## config.mk

```make
export PLATFORM = sky130hd
export DESIGN_NAME = tooth_period_tachometer_flat
export DESIGN_NICKNAME = d
export VERILOG_FILES = /design/src/rtl/tpt_pkg.sv /design/src/rtl/tpt_if.sv /design/src/rtl/tpt_front.sv /design/src/rtl/tpt_queue.sv /design/src/rtl/tpt_div.sv /design/src/rtl/tooth_period_tachometer.sv /design/src/flat_wrapper.sv
export SDC_FILE = /design/constraint.sdc
export NUM_CORES = 1
export LEC_CHECK = 0
export BUFFER_PORTS_ARGS = -buffer_cell sky130_fd_sc_hd__buf_2
export CORE_UTILIZATION = 40
export CTS_CLUSTER_SIZE = 14
export DETAILED_ROUTE_END_ITERATION = 16
export PLACE_DENSITY = 0.52
export SLEW_MARGIN = 20
export SYNTH_ARGS = -nofsm -noshare
export SYNTH_HDL_FRONTEND = slang
export SYNTH_SLANG_ARGS = --single-unit
export TNS_END_PERCENT = 20
```

## constraint.sdc

```tcl
create_clock -name clk -period 7.4 [get_ports clk]
set_input_delay 0.37 -clock clk [delete_from_list [all_inputs] [get_ports clk]]
set_output_delay 0.37 -clock clk [all_outputs]
set_load 0.005 [all_outputs]
```

## src/rtl/tpt_pkg.sv

```systemverilog
package tpt_pkg;

  // Elapsed tick counter width
  localparam int TICK_COUNT_WIDTH = 32;

  // Field and register widths
  localparam int SAMPLE_W = 10;
  localparam int RPM_W    = 32;
  localparam int TPR_W    = 8;
  localparam int TPM_W    = 32;
  localparam int THR_W    = 10;

  // Configuration port
  localparam int CFG_IDX_W  = 2;
  localparam int CFG_DATA_W = 32;

  localparam logic [CFG_IDX_W-1:0] CFG_TEETH_PER_REV    = 2'd0;
  localparam logic [CFG_IDX_W-1:0] CFG_TICKS_PER_MINUTE = 2'd1;
  localparam logic [CFG_IDX_W-1:0] CFG_LEVEL_THRESHOLD  = 2'd2;

  localparam logic [TPR_W-1:0] TPR_RESET = 8'd3;
  localparam logic [TPM_W-1:0] TPM_RESET = 32'd60000000;
  localparam logic [THR_W-1:0] THR_RESET = 10'd0;

  // Job queue between classifier and divider; depth must be a power of two
  localparam int QUEUE_DEPTH = 2;
  localparam int QPTR_W      = $clog2(QUEUE_DEPTH);
  localparam int QCNT_W      = QPTR_W + 1;

  // Divider step counter
  localparam int STEP_CNT_W = $clog2(RPM_W);

  // One revolution to be converted to rpm
  typedef struct packed {
    logic [TPM_W-1:0]            dividend;
    logic [TICK_COUNT_WIDTH-1:0] divisor;
    logic                        sat;
  } job_t;

endpackage

```

## src/rtl/tpt_if.sv

```systemverilog
interface tpt_in_if;
  logic                          valid;
  logic                          ready;
  logic [tpt_pkg::SAMPLE_W-1:0]  sample;

  modport source (output valid, output sample, input ready);
  modport sink   (input valid, input sample, output ready);
endinterface

interface tpt_out_if;
  logic                       valid;
  logic                       ready;
  logic [tpt_pkg::RPM_W-1:0]  rpm;
  logic                       saturated;

  modport source (output valid, output rpm, output saturated, input ready);
  modport sink   (input valid, input rpm, input saturated, output ready);
endinterface

```

## src/rtl/tpt_front.sv

```systemverilog
module tpt_front (
  input  logic                              clk,
  input  logic                              rst_n,
  tpt_in_if.sink                            in_ch,
  input  logic                              cfg_we,
  input  logic [tpt_pkg::CFG_IDX_W-1:0]     cfg_index,
  input  logic [tpt_pkg::CFG_DATA_W-1:0]    cfg_wdata,
  input  logic                              q_full,
  output logic                              q_push,
  output tpt_pkg::job_t                     q_job
);

  localparam int W = tpt_pkg::TICK_COUNT_WIDTH;

  logic [tpt_pkg::TPR_W-1:0] tpr_r;
  logic [tpt_pkg::TPM_W-1:0] tpm_r;
  logic [tpt_pkg::THR_W-1:0] thr_r;

  logic [tpt_pkg::TPR_W-1:0] tc_r, tc_nxt, tc_inc;
  logic                      armed_r, armed_nxt;
  logic [W-1:0]              el_r, el_nxt, el_inc;
  logic                      accept, above, tooth, emit;

  // Stall only when the job queue has no room
  assign in_ch.ready = !q_full;
  assign accept      = in_ch.valid && in_ch.ready;

  // Classify the sample
  assign el_inc = (el_r == {W{1'b1}}) ? el_r : el_r + W'(1);
  assign above  = in_ch.sample > thr_r;
  assign tooth  = above && armed_r;
  assign tc_inc = tc_r + tpt_pkg::TPR_W'(1);
  assign emit   = tooth && (tc_inc >= tpr_r);

  always_comb begin
    armed_nxt = armed_r;
    tc_nxt    = tc_r;
    el_nxt    = el_r;
    if (accept) begin
      el_nxt = emit ? '0 : el_inc;
      if (!above) begin
        armed_nxt = 1'b1;
      end else if (armed_r) begin
        armed_nxt = 1'b0;
        tc_nxt    = emit ? '0 : tc_inc;
      end
    end
  end

  always_ff @(posedge clk) begin
    if (!rst_n) begin
      armed_r <= 1'b1;
      tc_r    <= '0;
      el_r    <= '0;
    end else begin
      armed_r <= armed_nxt;
      tc_r    <= tc_nxt;
      el_r    <= el_nxt;
    end
  end

  // Hand a finished revolution to the divider
  assign q_push         = accept && emit;
  assign q_job.dividend = tpm_r;
  assign q_job.divisor  = el_inc;
  assign q_job.sat      = (el_inc == {W{1'b1}});

  // Configuration registers; unknown indexes are dropped
  always_ff @(posedge clk) begin
    if (!rst_n) begin
      tpr_r <= tpt_pkg::TPR_RESET;
      tpm_r <= tpt_pkg::TPM_RESET;
      thr_r <= tpt_pkg::THR_RESET;
    end else if (cfg_we) begin
      unique case (cfg_index)
        tpt_pkg::CFG_TEETH_PER_REV:    tpr_r <= cfg_wdata[tpt_pkg::TPR_W-1:0];
        tpt_pkg::CFG_TICKS_PER_MINUTE: tpm_r <= cfg_wdata[tpt_pkg::TPM_W-1:0];
        tpt_pkg::CFG_LEVEL_THRESHOLD:  thr_r <= cfg_wdata[tpt_pkg::THR_W-1:0];
        default: ;
      endcase
    end
  end

endmodule

```

## src/rtl/tpt_queue.sv

```systemverilog
module tpt_queue (
  input  logic           clk,
  input  logic           rst_n,
  input  logic           push,
  input  tpt_pkg::job_t  push_job,
  output logic           full,
  input  logic           pop,
  output tpt_pkg::job_t  pop_job,
  output logic           empty
);

  tpt_pkg::job_t                mem_r [tpt_pkg::QUEUE_DEPTH];
  logic [tpt_pkg::QPTR_W-1:0]   wr_ptr_r, rd_ptr_r;
  logic [tpt_pkg::QCNT_W-1:0]   cnt_r;

  assign full    = (cnt_r == tpt_pkg::QCNT_W'(tpt_pkg::QUEUE_DEPTH));
  assign empty   = (cnt_r == '0);
  assign pop_job = mem_r[rd_ptr_r];

  // Store entries
  always_ff @(posedge clk) begin
    if (push) begin
      mem_r[wr_ptr_r] <= push_job;
    end
  end

  // Advance pointers and occupancy
  always_ff @(posedge clk) begin
    if (!rst_n) begin
      wr_ptr_r <= '0;
      rd_ptr_r <= '0;
      cnt_r    <= '0;
    end else begin
      if (push) wr_ptr_r <= wr_ptr_r + tpt_pkg::QPTR_W'(1);
      if (pop)  rd_ptr_r <= rd_ptr_r + tpt_pkg::QPTR_W'(1);
      unique case ({push, pop})
        2'b10:   cnt_r <= cnt_r + tpt_pkg::QCNT_W'(1);
        2'b01:   cnt_r <= cnt_r - tpt_pkg::QCNT_W'(1);
        default: cnt_r <= cnt_r;
      endcase
    end
  end

endmodule

```

## src/rtl/tpt_div.sv

```systemverilog
module tpt_div (
  input  logic           clk,
  input  logic           rst_n,
  input  logic           q_empty,
  input  tpt_pkg::job_t  q_job,
  output logic           q_pop,
  tpt_out_if.source      out_ch
);

  localparam int W = tpt_pkg::TICK_COUNT_WIDTH;
  localparam int Q = tpt_pkg::RPM_W;

  typedef enum logic [2:0] {
    ST_IDLE = 3'b001,
    ST_RUN  = 3'b010,
    ST_HOLD = 3'b100
  } state_t;

  state_t                          state_r, state_nxt;
  logic [Q-1:0]                    quo_r, quo_nxt;
  logic [W-1:0]                    rem_r, rem_nxt;
  logic [W-1:0]                    dvs_r, dvs_nxt;
  logic                            sat_r, sat_nxt;
  logic [tpt_pkg::STEP_CNT_W-1:0]  cnt_r, cnt_nxt;
  logic                            out_valid_r, out_valid_nxt;
  logic [Q-1:0]                    out_rpm_r, out_rpm_nxt;
  logic                            out_sat_r, out_sat_nxt;

  logic [W:0] trial, diff;
  logic       ge, slot_free;

  // One restoring step: shift in the next dividend bit, subtract if it fits
  assign trial = {rem_r, quo_r[Q-1]};
  assign ge    = trial >= {1'b0, dvs_r};
  assign diff  = trial - {1'b0, dvs_r};

  assign slot_free = !out_valid_r || out_ch.ready;
  assign q_pop     = (state_r == ST_IDLE) && !q_empty;

  always_comb begin
    state_nxt     = state_r;
    quo_nxt       = quo_r;
    rem_nxt       = rem_r;
    dvs_nxt       = dvs_r;
    sat_nxt       = sat_r;
    cnt_nxt       = cnt_r;
    out_valid_nxt = out_valid_r && !out_ch.ready;
    out_rpm_nxt   = out_rpm_r;
    out_sat_nxt   = out_sat_r;
    unique case (state_r)
      ST_IDLE: begin
        if (!q_empty) begin
          quo_nxt   = q_job.dividend;
          rem_nxt   = '0;
          dvs_nxt   = q_job.divisor;
          sat_nxt   = q_job.sat;
          cnt_nxt   = tpt_pkg::STEP_CNT_W'(Q - 1);
          state_nxt = ST_RUN;
        end
      end
      ST_RUN: begin
        rem_nxt = ge ? diff[W-1:0] : trial[W-1:0];
        quo_nxt = {quo_r[Q-2:0], ge};
        cnt_nxt = cnt_r - tpt_pkg::STEP_CNT_W'(1);
        if (cnt_r == '0) begin
          state_nxt = ST_HOLD;
        end
      end
      ST_HOLD: begin
        // Wait for the output register to free up
        if (slot_free) begin
          out_valid_nxt = 1'b1;
          out_rpm_nxt   = quo_r;
          out_sat_nxt   = sat_r;
          state_nxt     = ST_IDLE;
        end
      end
      default: state_nxt = ST_IDLE;
    endcase
  end

  always_ff @(posedge clk) begin
    if (!rst_n) begin
      state_r     <= ST_IDLE;
      out_valid_r <= 1'b0;
    end else begin
      state_r     <= state_nxt;
      out_valid_r <= out_valid_nxt;
    end
  end

  always_ff @(posedge clk) begin
    quo_r     <= quo_nxt;
    rem_r     <= rem_nxt;
    dvs_r     <= dvs_nxt;
    sat_r     <= sat_nxt;
    cnt_r     <= cnt_nxt;
    out_rpm_r <= out_rpm_nxt;
    out_sat_r <= out_sat_nxt;
  end

  assign out_ch.valid     = out_valid_r;
  assign out_ch.rpm       = out_rpm_r;
  assign out_ch.saturated = out_sat_r;

endmodule

```

## src/rtl/tooth_period_tachometer.sv

```systemverilog
// Channel  Dir  Beat payload             Handshake
// in_ch    in   sample[9:0]              valid/ready, taken when both high
// out_ch   out  rpm[31:0], saturated     valid/ready, taken when both high
// cfg_*    in   cfg_index, cfg_wdata     write on cfg_we, no wait
//
// A sample is taken every cycle while the job queue has room; once the queue
// is full every sample stalls, including one that would end no revolution.
// Each revolution goes through the divider as a pop, 32 restoring steps and an
// output load; the single radix-2 loop finishes one before it pops the next.
// Synchronous active-low reset: armed, zero teeth, zero ticks, empty queue.
// A stalled result holds in the output register while the next divide runs.
module tooth_period_tachometer (
  input  logic                            clk,
  input  logic                            rst_n,
  tpt_in_if.sink                          in_ch,
  tpt_out_if.source                       out_ch,
  input  logic                            cfg_we,
  input  logic [tpt_pkg::CFG_IDX_W-1:0]   cfg_index,
  input  logic [tpt_pkg::CFG_DATA_W-1:0]  cfg_wdata
);

  logic           q_push, q_pop, q_full, q_empty;
  tpt_pkg::job_t  push_job, pop_job;

  tpt_front u_front (
    .clk       (clk),
    .rst_n     (rst_n),
    .in_ch     (in_ch),
    .cfg_we    (cfg_we),
    .cfg_index (cfg_index),
    .cfg_wdata (cfg_wdata),
    .q_full    (q_full),
    .q_push    (q_push),
    .q_job     (push_job)
  );

  tpt_queue u_queue (
    .clk      (clk),
    .rst_n    (rst_n),
    .push     (q_push),
    .push_job (push_job),
    .full     (q_full),
    .pop      (q_pop),
    .pop_job  (pop_job),
    .empty    (q_empty)
  );

  tpt_div u_div (
    .clk     (clk),
    .rst_n   (rst_n),
    .q_empty (q_empty),
    .q_job   (pop_job),
    .q_pop   (q_pop),
    .out_ch  (out_ch)
  );

  // Never push into a full queue
  a_no_overflow: assert property (@(posedge clk) disable iff (!rst_n)
    q_push |-> !q_full)
    else $error("job pushed into full queue");

  // Never pop an empty queue
  a_no_underflow: assert property (@(posedge clk) disable iff (!rst_n)
    q_pop |-> !q_empty)
    else $error("job popped from empty queue");

  // A pushed job is visible to the divider next cycle
  a_push_visible: assert property (@(posedge clk) disable iff (!rst_n)
    q_push |=> !q_empty)
    else $error("pushed job lost");

endmodule
```

## src/flat_wrapper.sv

```systemverilog
// flat-port wrapper written by rule: the top's interface ports become plain ports
module tooth_period_tachometer_flat 
  (clk, rst_n, cfg_we, cfg_index, cfg_wdata, in_ch_valid, in_ch_sample, in_ch_ready, out_ch_valid, out_ch_rpm, out_ch_saturated, out_ch_ready);
  tpt_in_if in_ch_i ();
  tpt_out_if out_ch_i ();
  input  logic clk;
  input  logic rst_n;
  input  logic cfg_we;
  input  logic [tpt_pkg::CFG_IDX_W-1:0] cfg_index;
  input  logic [tpt_pkg::CFG_DATA_W-1:0] cfg_wdata;
  input wire logic [$bits(in_ch_i.valid)-1:0] in_ch_valid;
  input wire logic [$bits(in_ch_i.sample)-1:0] in_ch_sample;
  output wire logic [$bits(in_ch_i.ready)-1:0] in_ch_ready;
  output wire logic [$bits(out_ch_i.valid)-1:0] out_ch_valid;
  output wire logic [$bits(out_ch_i.rpm)-1:0] out_ch_rpm;
  output wire logic [$bits(out_ch_i.saturated)-1:0] out_ch_saturated;
  input wire logic [$bits(out_ch_i.ready)-1:0] out_ch_ready;
  assign in_ch_i.valid = in_ch_valid;
  assign in_ch_i.sample = in_ch_sample;
  assign in_ch_ready = in_ch_i.ready;
  assign out_ch_valid = out_ch_i.valid;
  assign out_ch_rpm = out_ch_i.rpm;
  assign out_ch_saturated = out_ch_i.saturated;
  assign out_ch_i.ready = out_ch_ready;
  tooth_period_tachometer u_core (.clk(clk), .rst_n(rst_n), .in_ch(in_ch_i), .out_ch(out_ch_i), .cfg_we(cfg_we), .cfg_index(cfg_index), .cfg_wdata(cfg_wdata));
endmodule
```

==> flow_summary.yaml, run 1 <==
global_route:
  grt_usage: 0.175
  grt_pass1_vias: 10525
  gr-total-overflow: 0
  grt_pass1_wl_um: 57400
  antenna_found_initial: 1
  grt_max_degree: 82
worst_setup_path:
  arrival_ns: 4.37
  crit_path_cell_trace: "ha_1 -> a21o_1 -> a21o_1 -> a211oi_1 -> a31o_1 -> nand2_1 -> a211oi_1"
  cpPeakStageDelay_ns: 0.95
  r2r_cells: 7
  critPathLaunchType: "register"
  slowest_stage: "a31o_1"
  worst-path-max-fanout: 25
  required_ns: 7.76
  r2r_slack_ns: 3.39
  cp-end-kind: "register"
  critPathKind: "register to register"
floorplan:
  rows: 74
  die_area_um2: 42200
  design.core.area_um2: 40800
  start_util: 0.406
  die_width_um: 205
  dieHeight_um: 205
  io_pins: 84
clocking:
  ctsHtreeMaxLevel: 2
  clk_latency_ns: 0.57
  postCtsSetupBuffers: 0
  cts_root_buf: "clkbuf_16"
  cts_max_path_buffers: 3
  cts_resized: 0
  cts_sinks: 365
  cts_tree: "yes"
  clkSlewWorstSetupHoldPaths_ns: 0.06
  numCtsBuffers: 41
final_layout:
  diodes: 0
  fill_cells: 3752
  finalNetCount: 1598
  area_delta_synth_final_pct: 14.2
  drive_gt1_frac: 0.141
synthesis:
  netlist_top_cells_area: "edfxtp_1 48%, dfxtp_1 12%, ha_1 4.1%, nand2_1 3.6%, mux2i_1 2.6%"
  yosysMostFrequentCell: "edfxtp_1"
  synth_edf_count: 265
  synthFlopType: "edfxtp_1"
  synth_cell_types: 73
  synth_seq_cells: 365
  synth_fp_nets: 1519
  ys_seq_area_frac: 0.601
  yosysWarnings: 0
  synth_top_area_frac: 0.480
  syn_area_um2: 16600
  syn_inst: 1415
  async_flop_share: 0
  synth_commonest_cells: "265 x edfxtp_1, 158 x nand2_1, 100 x dfxtp_1"
  synth_area_leader_cell: "edfxtp_1"
  syn_avg_cell_area_um2: 11.7
drt:
  drt_iter0_markers: 502
  ant_nets: 0
  dr.pass1.iters: 5
  routed_wl_um: 35800
  avgViaCountPerCell: 5.14
  drc: 0
  num_vias: 10575
  drt-wirelength-per-cell_um: 17.4
placement:
  port_buffers: 83
  dpl_worst_slack_ns: 3.41
  place_congestion: 0.838
  post-dp-hpwl_um: 23400
sta:
  grt_setup_unrepaired: "no"
  setup_ws_ns: 3.39
  period_needed_ns: 4.01
  fin_crit_sh: 0.542
  hold_viol: 0
  finClkSkew_ns: 0.0212
  tightest_slew_ns: 1.05
  slew_violations: 0
  relSlewSlack: 0.299
  fmax_ghz: 0.249
  setup_violations: 0
  tns_ns: 0
job:
  max_cap_violations: 0
power:
  cellPowerDensity_nw_per_um2: 336
  leakage_nw: 6.73
  ir_worst_vdd_mv: 0.174
hold_path:
  min_path_cells: 3
  hp-class: "input pin to register"
run_status:
  status: "completed"
-- logic make-up after synthesis --
| group | after synthesis | share of synthesized area |
|---|---|---|
| AND/OR/NAND/NOR | 423 | 0.126 |
| XOR/XNOR | 68 | 0.0360 |
| multiplexers | 76 | 0.0484 |
| buffers and inverters | 133 | 0.0320 |
| flip-flops | 365 | 0.601 |
| AO/OA/AOI/OAI | 295 | 0.114 |
| adder cells (fa/ha/maj) | 55 | 0.0420 |
-- power by group --
part / leakage, nW / internal [mW] / switching (mW)
Combinational: 2.97 / 0.646 / 0.996
Sequential: 3.10 / 2.54 / 0.150
Clock: 0.654 / 1.18 / 0.836
Total: 6.73 / 4.37 / 1.98
-- area by class of cell --
cell class,instances,area [µm²],area share
Clock buffer,58,1170,0.0619
Clock inverter,17,174,0.00920
Inverter,73,274,0.0145
Multi-Input combinational cell,917,6120,0.324
Sequential cell,365,9960,0.527
Tap cell,532,666,0.0352
Timing Repair Buffer,96,538,0.0285
-- placed cells by master, fill, tap and decap left out, types with 5 or more instances in the layout --
cell,netlist,routed
dfxtp_1,100,99
mux2i_1,43,43
nor2b_1,41,39
a31oi_1,9,9
a22o_1,11,11
o21ai_0,79,79
nand2_1,158,158
nand3b_1,6,6
nor2_1,60,58
and4_1,5,5
o211ai_1,6,6
nand2b_1,12,11
a21oi_1,81,81
o21a_1,6,6
buf_4,0,10
ha_1,54,54
nor3b_1,11,11
o22ai_1,11,11
edfxtp_1,265,265
a211oi_1,9,8
nand3_1,56,56
and2_1,13,13
xnor2_1,39,39
nand4_1,13,13
buf_2,6,83
mux2_2,33,33
a21o_1,20,20
clkbuf_8,0,6
clkinv_2,0,5
inv_1,73,73
clkbuf_1,46,10
a21boi_0,27,27
nor3_1,17,17
xor2_1,29,29
and3_1,9,9
clkbuf_16,0,42
-- what timing repair did --
action | in CTS | in global routing
hold buffers | 2 | 0
endpoints found under the setup margin | 0 | 0
hold endpoints to repair | 2 | 0
-- registers in the layout, summed over array words and instances, names as in the netlist, 2 cells and up, named ones only --
signal and count:
u_core.u_queue.mem_r 130, u_core.u_div.dvs_r 32, u_core.u_div.out_ch.rpm 32, u_core.u_div.quo_r 32
u_core.u_div.rem_r 32, u_core.u_front.el_r 32, u_core.u_front.tpm_r 32, u_core.u_front.thr_r 10
u_core.u_front.tc_r 8, u_core.u_front.tpr_r 8, u_core.u_div.cnt_r 5, u_core.u_div.state_r 3
u_core.u_queue.cnt_r 2
-- critical path, delay by kind of cell, from the launching register on --
kind                     cells  cell delay [ns]
AND/OR/NAND/NOR              1             0.53
flip-flops                   1             0.40
adder cells (fa/ha/maj)      1             0.41
AO/OA/AOI/OAI                5             2.47
-- layer usage --
metal,global-route usage,part of all wire,up-vias
met5,0,0.00033,-
met4,0.0524,0.022,2
met3,0.0350,0.040,52
met2,0.280,0.45,166
met1,0.237,0.48,5073
li1,-,-,5282
-- path summary, 6_finish.rpt --
path                                from                       endpoint
setup reg to reg  u_core.u_div.rem_r[25]          u_core.u_div.rem_r[1]
hold reg to reg       u_core.u_div.sat_r  u_core.u_div.out_ch.saturated
hold / removal             cfg_wdata[15]       u_core.u_front.tpm_r[15]
setup / recovery  u_core.u_div.rem_r[25]          u_core.u_div.rem_r[1]
-- metrics by stage --
stage                     total power, mW  hold WS, ns  cells   util  area [µm²]
after floorplan                      3.95        0.400   1415      -       16600
after global placement               4.36        0.429   1980  0.429       17500
after detailed placement             4.37        0.432   1980  0.429       17500
after CTS                            6.42     0.000601   2057  0.462       18900
after global routing                 6.71      0.00377   2058  0.463       18900
final                                6.35       0.0339   2058  0.463       18900
Note: power is estimated with default switching activity, not from simulation.
==> run 2, diff against run 1 <==
clock period = 4 ns   (was 7.4 ns; I/O delays follow)
==> flow_summary.yaml, run 2 (synthesis gave the netlist of run 1 again) <==
run_status:
  status: "completed"
power:
  leakage_nw: 6.91
  p_total_mw: 11.9
  ir_worst_vdd_mv: 0.304
  cellPowerDensity_nw_per_um2: 614
worst_setup_path:
  worst-path-max-fanout: 9
  critPathLaunchType: "register"
  r2r-start: "u_core.u_front.el_r[0]"
  critPathKind: "register to register"
  rr_endpoint: "u_core.u_queue.mem_r[0][0]"
  r2r_slack_ns: 0.43
  cp-end-kind: "register"
  arrival_ns: 3.89
  r2r_cells: 10
  required_ns: 4.32
drt:
  drt-wirelength-per-cell_um: 17.4
  num_vias: 10767
  ant_nets: 0
  dr.pass1.iters: 5
  drt_iter0_markers: 654
  drc: 0
  avgViaCountPerCell: 5.14
  routed_wl_um: 36500
floorplan:
  io_pins: 84
  dieHeight_um: 205
  die_width_um: 205
  rows: 74
  start_util: 0.406
  design.core.area_um2: 40800
  die_area_um2: 42200
global_route:
  grt_pass1_vias: 10804
  met2_usage: 0.283
  grt_usage: 0.180
  grtUsageMet1: 0.252
  use_met3: 0.0298
  grt.busiest_layer: "met2"
  grt_pass1_wl_um: 59200
  antenna_found_initial: 0
  gr-total-overflow: 0
  grt_max_degree: 71
sta:
  slew_violations: 0
  tightest_slew_ns: 1.04
  fin_crit_sh: 0.893
  timing.hold.ws_ns: 0.0539
  setup_violations: 0
  relSlewSlack: 0.305
  hold_viol: 0
  grt_setup_unrepaired: "no"
  finClkSkew_ns: 0.0281
  fmax_ghz: 0.280
  period_needed_ns: 3.57
clocking:
  clk_latency_ns: 0.56
  cts_max_path_buffers: 3
  numCtsBuffers: 41
  clkSlewWorstSetupHoldPaths_ns: 0.06
  cts_root_buf: "clkbuf_16"
  ctsHtreeMaxLevel: 2
  cts_tree: "yes"
  postCtsSetupBuffers: 0
  cts_sinks: 365
final_layout:
  regArea_um2: 9960
  layout_commonest_cell: "edfxtp_1"
  finalNetCount: 1636
  diodes: 0
  multiInputGateArea_um2: 6140
  fill_cells: 3683
  largest_reg_flops: 130
  largest-register: "u_core.u_queue.mem_r"
  drive_gt1_frac: 0.143
  area_delta_synth_final_pct: 16.7
  final_cell_mix: "265 x edfxtp_1, 158 x nand2_1, 99 x dfxtp_1"
placement:
  place_congestion: 0.853
  port_buffers: 83
  post-dp-hpwl_um: 23900
hold_path:
  worstHoldStart: "out_ch_ready"
  hp-class: "input pin to register"
  min_path_cells: 3
  holdPathEnd: "u_core.u_div.out_ch.valid"
job:
  max_cap_violations: 0
## run 2: changes by cell type in the layout (fill, tap and decap cells not counted), sizes merged
cell         change
clkinvlp         +2
bufinv           +1
clkbuf           +1
buf              +8
clkinv           -4
dlygate4sd3     +30
## run 2: worst max-delay path, stage by stage (launching register included)
cell,delay [ns]
dfxtp_1,0.49
ha_1,0.29
and3_1,0.26
nand2_1,0.16
nor3_2,0.41
a21oi_4,0.16
and2_2,0.26
xor2_1,0.24
nor4bb_2,0.47
nand4_1,0.16
nor4_1,0.43
## run 2: layout make-up
| class | instances | area share |
|---|---|---|
| clock buffers | 59 | 0.0614 |
| clock inverters | 16 | 0.00881 |
| inverters | 73 | 0.0142 |
| multi-input cells | 917 | 0.318 |
| flip-flops and latches | 365 | 0.516 |
| well taps | 532 | 0.0345 |
| repair buffers | 134 | 0.0478 |
## run 2: power by group
| group | total (mW) | internal [mW] | leakage, nW | switching [mW] |
|---|---|---|---|---|
| sequential | 5.00 | 4.70 | 3.10 | 0.294 |
| combinational | 3.10 | 1.24 | 3.15 | 1.86 |
| clock | 3.77 | 2.26 | 0.653 | 1.51 |
| total | 11.9 | 8.20 | 6.91 | 3.66 |
## run 2: worst max-delay path by stage
stage / cells past startpoint / to / from / slack (ns)
finish: 10 / u_core.u_queue.mem_r[0][0] / u_core.u_front.el_r[0] / 0.43
global route: 10 / u_core.u_queue.mem_r[0][0] / u_core.u_front.el_r[0] / 0.08
CTS: 10 / u_core.u_queue.mem_r[0][0] / u_core.u_front.el_r[0] / 0.34
detailed placement: 10 / u_core.u_queue.mem_r[0][0] / u_core.u_front.el_r[0] / 0.43
global placement: 10 / u_core.u_queue.mem_r[1][0] / u_core.u_front.el_r[0] / 0.44
floorplan: 11 / u_core.u_queue.mem_r[0][0] / u_core.u_front.thr_r[3] / -0.07
## run 2: per-stage QoR
step	TNS (ns)	setup WS, ns	cell area, µm²	std cells	utilization
floorplan	-7.29	-0.0655	16600	1415	-
global placement	0	0.437	17600	1988	0.431
detailed placement	0	0.432	17600	1988	0.431
CTS	0	0.339	19300	2095	0.472
global route	0	0.0806	19300	2096	0.473
finish	0	0.427	19300	2096	0.473
## run 2: what timing repair did
item	CTS	global route
hold buffers	32	0
resized for setup	0	1
setup endpoints to repair	0	2
hold endpoints to repair	49	0
## run 2: layer usage
layer,part of all wire,routed length [µm]
met1,0.49,17900
met2,0.46,16700
met3,0.031,1120
met4,0.022,801
met5,0,0
